**src/ppmf_pkg.sv**
```systemverilog
// Shared types, widths and codes for the filtered pulse period meter.
package ppmf_pkg;

    localparam int CHANNELS      = 2;
    localparam int FRACTION_BITS = 8;

    localparam int CAP_W       = 17;
    localparam int CMAX_W      = 18;
    localparam int CNT_W       = 8;
    localparam int ALPHA_W     = 9;
    localparam int RATIO_W     = 4;
    localparam int PERIOD_W    = 22;
    localparam int ACC_W       = PERIOD_W + FRACTION_BITS;
    localparam int PROD_W      = CNT_W + CMAX_W;
    localparam int END_W       = PROD_W + 1;
    localparam int RL_W        = ACC_W + RATIO_W;
    localparam int STEP_W      = ACC_W + ALPHA_W;
    localparam int ALPHA_SHIFT = 8;
    localparam int ALPHA_ONE   = 256;
    localparam int PERIOD_MAX  = (2 ** PERIOD_W) - 1;

    localparam int CFG_IDX_W  = 3;
    localparam int CFG_DATA_W = 18;

    localparam int CMDQ_DEPTH = 2;
    localparam int QPTR_W     = $clog2(CMDQ_DEPTH);
    localparam int QCNT_W     = $clog2(CMDQ_DEPTH + 1);

    localparam logic [CFG_IDX_W-1:0] REG_FILTER_ALPHA     = 3'd0;
    localparam logic [CFG_IDX_W-1:0] REG_OUTLIER_RATIO    = 3'd1;
    localparam logic [CFG_IDX_W-1:0] REG_TIMEOUT_OVERFLOW = 3'd2;
    localparam logic [CFG_IDX_W-1:0] REG_COUNTER_MAX      = 3'd3;
    localparam logic [CFG_IDX_W-1:0] REG_ODO_DIVIDE       = 3'd4;

    localparam logic [ALPHA_W-1:0] ALPHA_RESET   = 9'd77;
    localparam logic [RATIO_W-1:0] RATIO_RESET   = 4'd10;
    localparam logic [CNT_W-1:0]   TIMEOUT_RESET = 8'd20;
    localparam logic [CMAX_W-1:0]  CMAX_RESET    = 18'd100000;
    localparam logic [CNT_W-1:0]   ODO_RESET     = 8'd3;

    typedef enum logic {
        CMD_EDGE = 1'b0,
        CMD_TICK = 1'b1
    } cmd_kind_t;

    typedef struct packed {
        cmd_kind_t              kind;
        logic                   channel;
        logic [CAP_W-1:0]       capture;
    } cmd_t;

    typedef enum logic [1:0] {
        STAT_START  = 2'd0,
        STAT_ACCEPT = 2'd1,
        STAT_REJECT = 2'd2,
        STAT_TICK   = 2'd3
    } status_t;

    typedef struct packed {
        logic                   channel;
        logic [PERIOD_W-1:0]    period;
        status_t                status;
        logic                   timeout_speed;
        logic                   timeout_tach;
        logic                   odo_pulse;
    } result_t;

    typedef struct packed {
        logic [ALPHA_W-1:0]     alpha;
        logic [RATIO_W-1:0]     ratio;
        logic [CNT_W-1:0]       timeout;
        logic [CMAX_W-1:0]      counter_max;
        logic [CNT_W-1:0]       odo_divide;
    } cfg_t;

    typedef enum logic [1:0] {
        BK_IDLE,
        BK_SPAN,
        BK_CHECK,
        BK_FILTER
    } back_state_t;

endpackage

```
**src/ppmf_front.sv**
```systemverilog
// Front end: takes input items, decodes them into commands, short command queue.
module ppmf_front (
    input  logic                      clk,
    input  logic                      rst_n,
    input  logic                      push,
    output logic                      full,
    input  logic                      mode,
    input  logic                      channel,
    input  logic [ppmf_pkg::CAP_W-1:0] capture_value,
    output logic                      cmd_valid,
    output ppmf_pkg::cmd_t            cmd,
    input  logic                      cmd_pop
);

    ppmf_pkg::cmd_t                    q_reg [ppmf_pkg::CMDQ_DEPTH];
    logic [ppmf_pkg::QPTR_W-1:0]       head_reg, head_next;
    logic [ppmf_pkg::QPTR_W-1:0]       tail_reg, tail_next;
    logic [ppmf_pkg::QCNT_W-1:0]       count_reg, count_next;
    ppmf_pkg::cmd_t                    cmd_in;
    logic                              push_ok;
    logic                              pop_ok;

    assign full      = (count_reg == ppmf_pkg::QCNT_W'(ppmf_pkg::CMDQ_DEPTH));
    assign cmd_valid = (count_reg != '0);
    assign cmd       = q_reg[head_reg];
    assign push_ok   = push && !full;
    assign pop_ok    = cmd_pop && cmd_valid;

    // decode: overflow ticks get channel zero; their capture field is not used by the back end
    always_comb
    begin
        cmd_in.kind    = mode ? ppmf_pkg::CMD_TICK : ppmf_pkg::CMD_EDGE;
        cmd_in.channel = mode ? 1'b0 : channel;
        cmd_in.capture = capture_value;
    end

    always_comb
    begin
        head_next  = head_reg;
        tail_next  = tail_reg;
        count_next = count_reg;
        if (push_ok)
        begin
            tail_next = (tail_reg == ppmf_pkg::QPTR_W'(ppmf_pkg::CMDQ_DEPTH - 1)) ?
                        '0 : tail_reg + 1'b1;
        end
        if (pop_ok)
        begin
            head_next = (head_reg == ppmf_pkg::QPTR_W'(ppmf_pkg::CMDQ_DEPTH - 1)) ?
                        '0 : head_reg + 1'b1;
        end
        if (push_ok && !pop_ok)
        begin
            count_next = count_reg + 1'b1;
        end
        else if (pop_ok && !push_ok)
        begin
            count_next = count_reg - 1'b1;
        end
    end

    always_ff @(posedge clk or negedge rst_n)
    begin
        if (!rst_n)
        begin
            head_reg  <= '0;
            tail_reg  <= '0;
            count_reg <= '0;
        end
        else
        begin
            head_reg  <= head_next;
            tail_reg  <= tail_next;
            count_reg <= count_next;
        end
    end

    always_ff @(posedge clk)
    begin
        if (push_ok)
        begin
            q_reg[tail_reg] <= cmd_in;
        end
    end

endmodule

```
**src/ppmf_back.sv**
```systemverilog
// Back end: per-channel state, measuring sequencer, filter and result register.
module ppmf_back (
    input  logic               clk,
    input  logic               rst_n,
    input  ppmf_pkg::cfg_t     cfg,
    input  logic               cmd_valid,
    input  ppmf_pkg::cmd_t     cmd,
    output logic               cmd_pop,
    output logic               res_valid,
    output ppmf_pkg::result_t  res,
    input  logic               res_pop
);

    ppmf_pkg::back_state_t state_reg, state_next;

    logic                                phase_reg  [ppmf_pkg::CHANNELS];
    logic                                phase_next [ppmf_pkg::CHANNELS];
    logic [ppmf_pkg::CAP_W-1:0]          start_reg  [ppmf_pkg::CHANNELS];
    logic [ppmf_pkg::CAP_W-1:0]          start_next [ppmf_pkg::CHANNELS];
    logic [ppmf_pkg::CNT_W-1:0]          ovf_reg    [ppmf_pkg::CHANNELS];
    logic [ppmf_pkg::CNT_W-1:0]          ovf_next   [ppmf_pkg::CHANNELS];
    logic [ppmf_pkg::PERIOD_W-1:0]       pout_reg   [ppmf_pkg::CHANNELS];
    logic [ppmf_pkg::PERIOD_W-1:0]       pout_next  [ppmf_pkg::CHANNELS];
    logic [ppmf_pkg::ACC_W-1:0]          acc_reg    [ppmf_pkg::CHANNELS];
    logic [ppmf_pkg::ACC_W-1:0]          acc_next   [ppmf_pkg::CHANNELS];
    logic [ppmf_pkg::ACC_W-1:0]          last_reg   [ppmf_pkg::CHANNELS];
    logic [ppmf_pkg::ACC_W-1:0]          last_next  [ppmf_pkg::CHANNELS];
    logic [ppmf_pkg::CNT_W-1:0]          odo_reg, odo_next;

    // measurement pipeline
    logic                                ch_reg, ch_next;
    logic [ppmf_pkg::CAP_W-1:0]          cap_reg, cap_next;
    logic [ppmf_pkg::PROD_W-1:0]         prod_reg, prod_next;
    logic [ppmf_pkg::RL_W-1:0]           rl_reg, rl_next;
    logic [ppmf_pkg::ACC_W-1:0]          xq_reg, xq_next;
    logic [ppmf_pkg::ACC_W-1:0]          diff_reg, diff_next;
    logic                                ge_reg, ge_next;

    logic                                out_valid_reg, out_valid_next;
    ppmf_pkg::result_t                   out_reg, out_next;

    // combinational helpers
    logic [ppmf_pkg::CNT_W:0]            tick_n   [ppmf_pkg::CHANNELS];
    logic                                tick_out [ppmf_pkg::CHANNELS];
    logic [ppmf_pkg::CNT_W:0]            odo_inc;
    logic                                odo_hit;
    logic [ppmf_pkg::RATIO_W-1:0]        ratio_eff;
    logic [ppmf_pkg::ALPHA_W-1:0]        alpha_eff;
    logic [ppmf_pkg::END_W-1:0]          end_time;
    logic [ppmf_pkg::END_W-1:0]          raw;
    logic [ppmf_pkg::PERIOD_W-1:0]       raw_sat;
    logic [ppmf_pkg::STEP_W-1:0]         step_full;
    logic [ppmf_pkg::ACC_W-1:0]          step;
    logic [ppmf_pkg::ACC_W-1:0]          acc_new;
    logic                                idle_take;

    assign cmd_pop   = idle_take;
    assign res_valid = out_valid_reg;
    assign res       = out_reg;

    assign idle_take = (state_reg == ppmf_pkg::BK_IDLE) && cmd_valid && !out_valid_reg;

    assign ratio_eff = (cfg.ratio == '0) ? ppmf_pkg::RATIO_W'(1) : cfg.ratio;
    assign alpha_eff = (cfg.alpha > ppmf_pkg::ALPHA_W'(ppmf_pkg::ALPHA_ONE)) ?
                       ppmf_pkg::ALPHA_W'(ppmf_pkg::ALPHA_ONE) : cfg.alpha;

    assign odo_inc = {1'b0, odo_reg} + 1'b1;
    assign odo_hit = (odo_inc >= {1'b0, cfg.odo_divide});

    always_comb
    begin
        for (int i = 0; i < ppmf_pkg::CHANNELS; i++)
        begin
            tick_n[i]   = {1'b0, ovf_reg[i]} + 1'b1;
            tick_out[i] = (tick_n[i] > {1'b0, cfg.timeout});
        end
    end

    // span arithmetic: end + overflows*counter_max - start, clamped and saturated
    always_comb
    begin
        end_time = ppmf_pkg::END_W'(cap_reg) + ppmf_pkg::END_W'(prod_reg);
        if (end_time > ppmf_pkg::END_W'(start_reg[ch_reg]))
        begin
            raw = end_time - ppmf_pkg::END_W'(start_reg[ch_reg]);
        end
        else
        begin
            raw = '0;
        end
        if (raw > ppmf_pkg::END_W'(ppmf_pkg::PERIOD_MAX))
        begin
            raw_sat = ppmf_pkg::PERIOD_W'(ppmf_pkg::PERIOD_MAX);
        end
        else
        begin
            raw_sat = raw[ppmf_pkg::PERIOD_W-1:0];
        end
    end

    // filter step, truncated toward the old value
    assign step_full = ppmf_pkg::STEP_W'(alpha_eff) * ppmf_pkg::STEP_W'(diff_reg);
    assign step      = step_full[ppmf_pkg::ALPHA_SHIFT +: ppmf_pkg::ACC_W];
    assign acc_new   = ge_reg ? (acc_reg[ch_reg] + step) : (acc_reg[ch_reg] - step);

    always_comb
    begin
        state_next     = state_reg;
        phase_next     = phase_reg;
        start_next     = start_reg;
        ovf_next       = ovf_reg;
        pout_next      = pout_reg;
        acc_next       = acc_reg;
        last_next      = last_reg;
        odo_next       = odo_reg;
        ch_next        = ch_reg;
        cap_next       = cap_reg;
        prod_next      = prod_reg;
        rl_next        = rl_reg;
        xq_next        = xq_reg;
        diff_next      = diff_reg;
        ge_next        = ge_reg;
        out_next       = out_reg;
        out_valid_next = out_valid_reg;

        if (res_pop && out_valid_reg)
        begin
            out_valid_next = 1'b0;
        end

        unique case (state_reg)
            ppmf_pkg::BK_IDLE:
            begin
                if (idle_take)
                begin
                    out_next.timeout_speed = 1'b0;
                    out_next.timeout_tach  = 1'b0;
                    out_next.odo_pulse     = 1'b0;
                    if (cmd.kind == ppmf_pkg::CMD_TICK)
                    begin
                        for (int i = 0; i < ppmf_pkg::CHANNELS; i++)
                        begin
                            if (tick_out[i])
                            begin
                                ovf_next[i]   = '0;
                                pout_next[i]  = '0;
                                phase_next[i] = 1'b0;
                            end
                            else
                            begin
                                ovf_next[i] = tick_n[i][ppmf_pkg::CNT_W-1:0];
                            end
                        end
                        out_next.channel       = 1'b0;
                        out_next.period        = tick_out[0] ? '0 : pout_reg[0];
                        out_next.status        = ppmf_pkg::STAT_TICK;
                        out_next.timeout_speed = tick_out[0];
                        out_next.timeout_tach  = tick_out[1];
                        out_valid_next         = 1'b1;
                    end
                    else if (!phase_reg[cmd.channel])
                    begin
                        start_next[cmd.channel] = cmd.capture;
                        ovf_next[cmd.channel]   = '0;
                        phase_next[cmd.channel] = 1'b1;
                        if (cmd.channel == 1'b0)
                        begin
                            odo_next           = odo_hit ? '0 : odo_inc[ppmf_pkg::CNT_W-1:0];
                            out_next.odo_pulse = odo_hit;
                        end
                        out_next.channel = cmd.channel;
                        out_next.period  = pout_reg[cmd.channel];
                        out_next.status  = ppmf_pkg::STAT_START;
                        out_valid_next   = 1'b1;
                    end
                    else
                    begin
                        ch_next    = cmd.channel;
                        cap_next   = cmd.capture;
                        prod_next  = ppmf_pkg::PROD_W'(ovf_reg[cmd.channel]) *
                                     ppmf_pkg::PROD_W'(cfg.counter_max);
                        rl_next    = ppmf_pkg::RL_W'(ratio_eff) *
                                     ppmf_pkg::RL_W'(last_reg[cmd.channel]);
                        state_next = ppmf_pkg::BK_SPAN;
                    end
                end
            end

            ppmf_pkg::BK_SPAN:
            begin
                xq_next    = {raw_sat, ppmf_pkg::FRACTION_BITS'(0)};
                state_next = ppmf_pkg::BK_CHECK;
            end

            ppmf_pkg::BK_CHECK:
            begin
                phase_next[ch_reg] = 1'b0;
                ovf_next[ch_reg]   = '0;
                if (ppmf_pkg::RL_W'(xq_reg) > rl_reg)
                begin
                    out_next.channel = ch_reg;
                    out_next.period  = pout_reg[ch_reg];
                    out_next.status  = ppmf_pkg::STAT_REJECT;
                    if (ch_reg == 1'b0)
                    begin
                        odo_next           = odo_hit ? '0 : odo_inc[ppmf_pkg::CNT_W-1:0];
                        out_next.odo_pulse = odo_hit;
                    end
                    out_valid_next = 1'b1;
                    state_next     = ppmf_pkg::BK_IDLE;
                end
                else
                begin
                    ge_next    = (xq_reg >= acc_reg[ch_reg]);
                    diff_next  = (xq_reg >= acc_reg[ch_reg]) ? (xq_reg - acc_reg[ch_reg]) :
                                 (acc_reg[ch_reg] - xq_reg);
                    state_next = ppmf_pkg::BK_FILTER;
                end
            end

            ppmf_pkg::BK_FILTER:
            begin
                acc_next[ch_reg]  = acc_new;
                last_next[ch_reg] = acc_new;
                pout_next[ch_reg] = acc_new[ppmf_pkg::FRACTION_BITS +: ppmf_pkg::PERIOD_W];
                out_next.channel  = ch_reg;
                out_next.period   = acc_new[ppmf_pkg::FRACTION_BITS +: ppmf_pkg::PERIOD_W];
                out_next.status   = ppmf_pkg::STAT_ACCEPT;
                if (ch_reg == 1'b0)
                begin
                    odo_next           = odo_hit ? '0 : odo_inc[ppmf_pkg::CNT_W-1:0];
                    out_next.odo_pulse = odo_hit;
                end
                out_valid_next = 1'b1;
                state_next     = ppmf_pkg::BK_IDLE;
            end

            default:
            begin
                state_next = ppmf_pkg::BK_IDLE;
            end
        endcase
    end

    always_ff @(posedge clk or negedge rst_n)
    begin
        if (!rst_n)
        begin
            state_reg <= ppmf_pkg::BK_IDLE;
        end
        else
        begin
            state_reg <= state_next;
        end
    end

    always_ff @(posedge clk or negedge rst_n)
    begin
        if (!rst_n)
        begin
            for (int i = 0; i < ppmf_pkg::CHANNELS; i++)
            begin
                phase_reg[i] <= 1'b0;
                start_reg[i] <= '0;
                ovf_reg[i]   <= '0;
                pout_reg[i]  <= '0;
                acc_reg[i]   <= '0;
                last_reg[i]  <= '1;
            end
            odo_reg       <= '0;
            out_valid_reg <= 1'b0;
        end
        else
        begin
            phase_reg     <= phase_next;
            start_reg     <= start_next;
            ovf_reg       <= ovf_next;
            pout_reg      <= pout_next;
            acc_reg       <= acc_next;
            last_reg      <= last_next;
            odo_reg       <= odo_next;
            out_valid_reg <= out_valid_next;
        end
    end

    always_ff @(posedge clk)
    begin
        ch_reg   <= ch_next;
        cap_reg  <= cap_next;
        prod_reg <= prod_next;
        rl_reg   <= rl_next;
        xq_reg   <= xq_next;
        diff_reg <= diff_next;
        ge_reg   <= ge_next;
        out_reg  <= out_next;
    end

endmodule

```
**src/pulse_period_meter_filtered_top.sv**
```systemverilog
// Top level of the two-channel filtered pulse period meter.
// Path, push to result: a tick or a start edge passes the command queue and the result
// register; a closing edge also passes the SPAN and CHECK steps, and FILTER if accepted.
// The back-end sequencer takes no new transaction until it is back in IDLE and its one
// result register has been popped.
// Reset (rst_n low, async): queues empty, channels idle, filters 0, regs 77/10/20/100000/3.
module pulse_period_meter_filtered_top (
    input  logic                            clk,
    input  logic                            rst_n,
    // input queue side
    input  logic                            push,
    output logic                            full,
    input  logic                            mode,
    input  logic                            channel,
    input  logic [ppmf_pkg::CAP_W-1:0]      capture_value,
    // result queue side
    output logic                            empty,
    input  logic                            pop,
    output logic                            out_channel,
    output logic [ppmf_pkg::PERIOD_W-1:0]   period_filtered,
    output logic [1:0]                      status,
    output logic                            timeout_speed,
    output logic                            timeout_tach,
    output logic                            odo_pulse,
    // configuration write channel
    input  logic                            cfg_valid,
    output logic                            cfg_ready,
    input  logic [ppmf_pkg::CFG_IDX_W-1:0]  cfg_index,
    input  logic [ppmf_pkg::CFG_DATA_W-1:0] cfg_data
);

    ppmf_pkg::cfg_t     cfg_reg, cfg_next;
    ppmf_pkg::cmd_t     cmd;
    logic               cmd_valid;
    logic               cmd_pop;
    logic               res_valid;
    ppmf_pkg::result_t  res;

    // Configuration: always ready; the user must write it only while the meter is idle (not enforced).
    // Indexes past the register list are accepted and dropped.
    assign cfg_ready = 1'b1;

    always_comb
    begin
        cfg_next = cfg_reg;
        if (cfg_valid && cfg_ready)
        begin
            unique case (cfg_index)
                ppmf_pkg::REG_FILTER_ALPHA:
                    cfg_next.alpha = cfg_data[ppmf_pkg::ALPHA_W-1:0];
                ppmf_pkg::REG_OUTLIER_RATIO:
                    cfg_next.ratio = cfg_data[ppmf_pkg::RATIO_W-1:0];
                ppmf_pkg::REG_TIMEOUT_OVERFLOW:
                    cfg_next.timeout = cfg_data[ppmf_pkg::CNT_W-1:0];
                ppmf_pkg::REG_COUNTER_MAX:
                    cfg_next.counter_max = cfg_data[ppmf_pkg::CMAX_W-1:0];
                ppmf_pkg::REG_ODO_DIVIDE:
                    cfg_next.odo_divide = cfg_data[ppmf_pkg::CNT_W-1:0];
                default:
                    cfg_next = cfg_reg;
            endcase
        end
    end

    always_ff @(posedge clk or negedge rst_n)
    begin
        if (!rst_n)
        begin
            cfg_reg.alpha       <= ppmf_pkg::ALPHA_RESET;
            cfg_reg.ratio       <= ppmf_pkg::RATIO_RESET;
            cfg_reg.timeout     <= ppmf_pkg::TIMEOUT_RESET;
            cfg_reg.counter_max <= ppmf_pkg::CMAX_RESET;
            cfg_reg.odo_divide  <= ppmf_pkg::ODO_RESET;
        end
        else
        begin
            cfg_reg <= cfg_next;
        end
    end

    // Front end: decodes each transaction and buffers it in a two-entry queue, so input
    // keeps flowing while the back end measures or a result waits, until that queue is full.
    ppmf_front u_front (
        .clk           (clk),
        .rst_n         (rst_n),
        .push          (push),
        .full          (full),
        .mode          (mode),
        .channel       (channel),
        .capture_value (capture_value),
        .cmd_valid     (cmd_valid),
        .cmd           (cmd),
        .cmd_pop       (cmd_pop)
    );

    // Back end: channel state, span multiply, outlier check, EMA filter.
    ppmf_back u_back (
        .clk       (clk),
        .rst_n     (rst_n),
        .cfg       (cfg_reg),
        .cmd_valid (cmd_valid),
        .cmd       (cmd),
        .cmd_pop   (cmd_pop),
        .res_valid (res_valid),
        .res       (res),
        .res_pop   (pop)
    );

    // Result register presented as the head of an output queue.
    assign empty           = !res_valid;
    assign out_channel     = res.channel;
    assign period_filtered = res.period;
    assign status          = res.status;
    assign timeout_speed   = res.timeout_speed;
    assign timeout_tach    = res.timeout_tach;
    assign odo_pulse       = res.odo_pulse;

endmodule

```
**config.mk**
```make
export PLATFORM = sky130hd
export DESIGN_NAME = pulse_period_meter_filtered_top
export DESIGN_NICKNAME = d
export VERILOG_FILES = /design/src/ppmf_pkg.sv /design/src/ppmf_front.sv /design/src/ppmf_back.sv /design/src/pulse_period_meter_filtered_top.sv
export SDC_FILE = /design/constraint.sdc
export NUM_CORES = 2
export LEC_CHECK = 0
export ABC_AREA = 1
export BUFFER_PORTS_ARGS = -buffer_cell sky130_fd_sc_hd__buf_2
export CAP_MARGIN = 15
export CELL_PAD_IN_SITES_DETAIL_PLACEMENT = 1
export CELL_PAD_IN_SITES_GLOBAL_PLACEMENT = 1
export CORE_ASPECT_RATIO = 1.75
export CORE_MARGIN = 3
export CORE_UTILIZATION = 49
export CTS_CLUSTER_SIZE = 14
export DETAILED_ROUTE_END_ITERATION = 6
export MAX_ROUTING_LAYER = met4
export PLACE_DENSITY = 0.86
export SLEW_MARGIN = 20
export SYNTH_ARGS = -nofsm -noshare
export SYNTH_HDL_FRONTEND = slang
export SYNTH_HIERARCHICAL = 1
export SYNTH_SLANG_ARGS = --single-unit
```
**constraint.sdc**
```tcl
create_clock -name clk -period 9.34 [get_ports clk]
set_input_delay 0.934 -clock clk [delete_from_list [all_inputs] [get_ports clk]]
set_output_delay 0.934 -clock clk [all_outputs]
set_load 0.005 [all_outputs]
```
==> results.cfg <==
[placement]
dp.cells = 6698
port_buffers = 74
routabilityCongestion = 1.03
pre_cts_ws_ns = 0.273
place_hpwl_mm = 131

[clocking]
clkSlewWorstSetupHoldPaths_ns = 0.07
post_cts_resize_count = 0
cts_root_buffer = clkbuf_16
cts_sinks = 475
cts_buffers = 46
cts_tree = yes
worstSkewPairLatency_ns = 0.62
clk_path_buf_depth = 3
ctsHoldBuffers = 0
post_cts_buffers = 0
ctsHtreeMaxLevel = 2

[sta]
max_freq_mhz = 112
setup_viol_count_final = 0
setup-tns-final_ns = 0
slew_headroom = 0.102
fin_ws_ns = 0.402
tightest_slew_ns = 1.33
skew_ns = 0.0379
hold_viol_final = 0
period_needed_ns = 8.94
rsz0062_at_grt = no
fin_crit_sh = 0.957
slew_viol_final = 0

[logic_synthesis]
synth_area_per_cell_um2 = 7.90
async_reset_ff_frac = 0.585
ys.flop_type = dfrtp_1
yosysMostFrequentCell = nand2_1
synthesis.nets = 6215
yosysTopAreaCellShare = 0.161
synthTopCellsByCount = nand2_1 (1389), inv_1 (971), nor2_1 (514)
synth_warnings = 6
synth_cell_types = 70
ys_seq_area_frac = 0.297
synth_area_leader_cell = fa_1
synth.area.top_cells = fa_1 (16%), edfxtp_1 (14%), nand2_1 (12%)
synth_seq_cells = 475
synthCells = 5524
synth-edff-count = 197
syn_area_um2 = 43700

[floorplanning]
row_count = 144
initial_utilization = 0.494
fp.dieH_um = 401
core_um2 = 88300
die_area_um2 = 92900
io_pins = 76
die_x_um = 232

[critical_path]
path_class = reg -> reg
arrival_ns = 9.44
cp_common_cell = nand2_1
slowest_stage = dfstp_2
critPathRequiredTime_ns = 9.85
crit_buf_inv = 6
crit_family = adder cells
cp-end-kind = register
cp-start-kind = register
crit_fanout = 19
max_stage_delay_ns = 0.58

[route]
drt_pass1_iterations = 7
ant_nets = 0
wl_mm = 161
wl_per_cell_um = 23.7
vias_per_cell = 5.69
via_count = 38613
drt_iter0_markers = 2225
drc = 0

[cells_and_area]
nNetsFinal = 6269
syn_to_final_growth_pct = 7.66
instances_no_fill = 6783
nFillCells = 10986
drive_gt1_frac = 0.0716
antenna_cells = 0

[global_route]
antenna_found_initial = 0
grt_usage = 0.356
grt_pass1_wl_mm = 245
grt.overflow.total = 0
grt_pass1_vias = 43469
grt_max_degree = 150

[min_path]
hold_path.class = in -> async

[outcome]
outcome = finished clean

[flow_run]
cap_violations = 0
through the flow:
stage                     utilization  hold WS, ns  instance area [µm²]
after floorplan                     -        0.442                43700
after global placement          0.515        0.451                45500
after detailed placement        0.515        0.457                45500
after CTS                       0.532        0.468                46900
after global routing            0.532        0.483                47000
final                           0.532        0.424                47000
placed cells by master (no fill, tap or decap), types with 9 or more instances in the layout:
master,synthesis,routed
nand2_2,30,33
o21ai_1,27,32
nor2_1,514,507
nand4_1,30,30
a21oi_1,258,258
nand2_1,1389,1385
xnor2_1,66,65
dfrtp_1,202,202
o21bai_1,9,9
o21a_1,16,16
buf_2,11,73
clkbuf_1,94,18
dfstp_2,76,76
edfxtp_1,197,197
a22oi_1,21,21
inv_1,971,968
nor2_2,10,15
clkbuf_16,0,46
ha_1,295,294
buf_4,4,70
xor2_1,125,124
a21o_1,13,13
fa_1,351,351
o21ai_0,323,318
nor4_1,12,12
nor3_1,48,48
a31oi_1,35,34
o2111ai_1,20,20
or2_2,14,14
mux2i_1,21,21
nand3_1,186,185
layer usage:
| metal | up-vias | track usage | share of wire | wire length [µm] |
|---|---|---|---|---|
| met2 | 1092 | 0.658 | 0.54 | 87100 |
| met4 | 0 | 0.320 | 0.11 | 18400 |
| met3 | 683 | 0.0323 | 0.031 | 4910 |
| met5 | - | - | 0 | 0 |
| li1 | 17494 | - | - | - |
| met1 | 19344 | 0.316 | 0.31 | 50500 |
cell families after synthesis:
kind of cell,after synthesis,share of synthesized area
AO/OA/AOI/OAI,796,0.103
XOR/XNOR,194,0.0394
adder cells (fa/ha/maj),646,0.246
buffers and inverters,1121,0.0984
flip-flops,475,0.297
multiplexers,22,0.00507
other,1,0.0000859
AND/OR/NAND/NOR,2269,0.212
final timing paths:
check	startpoint	endpoint	slack, ns	depth (start not counted)
max	cfg_reg[38]	u_back/pout_reg[32]	0.40	36
min	rst_n	cfg_reg[46]	0.42	1
max reg2reg	cfg_reg[38]	u_back/pout_reg[32]	0.40	36
min reg2reg	u_back/last_reg[45]	u_back/last_reg[45]	0.47	2
max in group asynchronous	rst_n	u_back/start_reg[20]	7.40	2
min in group clk	u_back/last_reg[45]	u_back/last_reg[45]	0.47	2
layout make-up:
cell class | instances | area, µm² | share of cell area
clock buffer | 67 | 1260 | 0.0268
clock inverter | 18 | 204 | 0.00434
inverter | 981 | 3690 | 0.0786
multi-input combinational | 3928 | 26500 | 0.563
sequential | 475 | 13000 | 0.276
tap | 1168 | 1460 | 0.0311
timing repair buffer | 146 | 946 | 0.0201
Power is not shown: default switching activity piles up to over one toggle a cycle in this logic, so the estimate is an artifact.
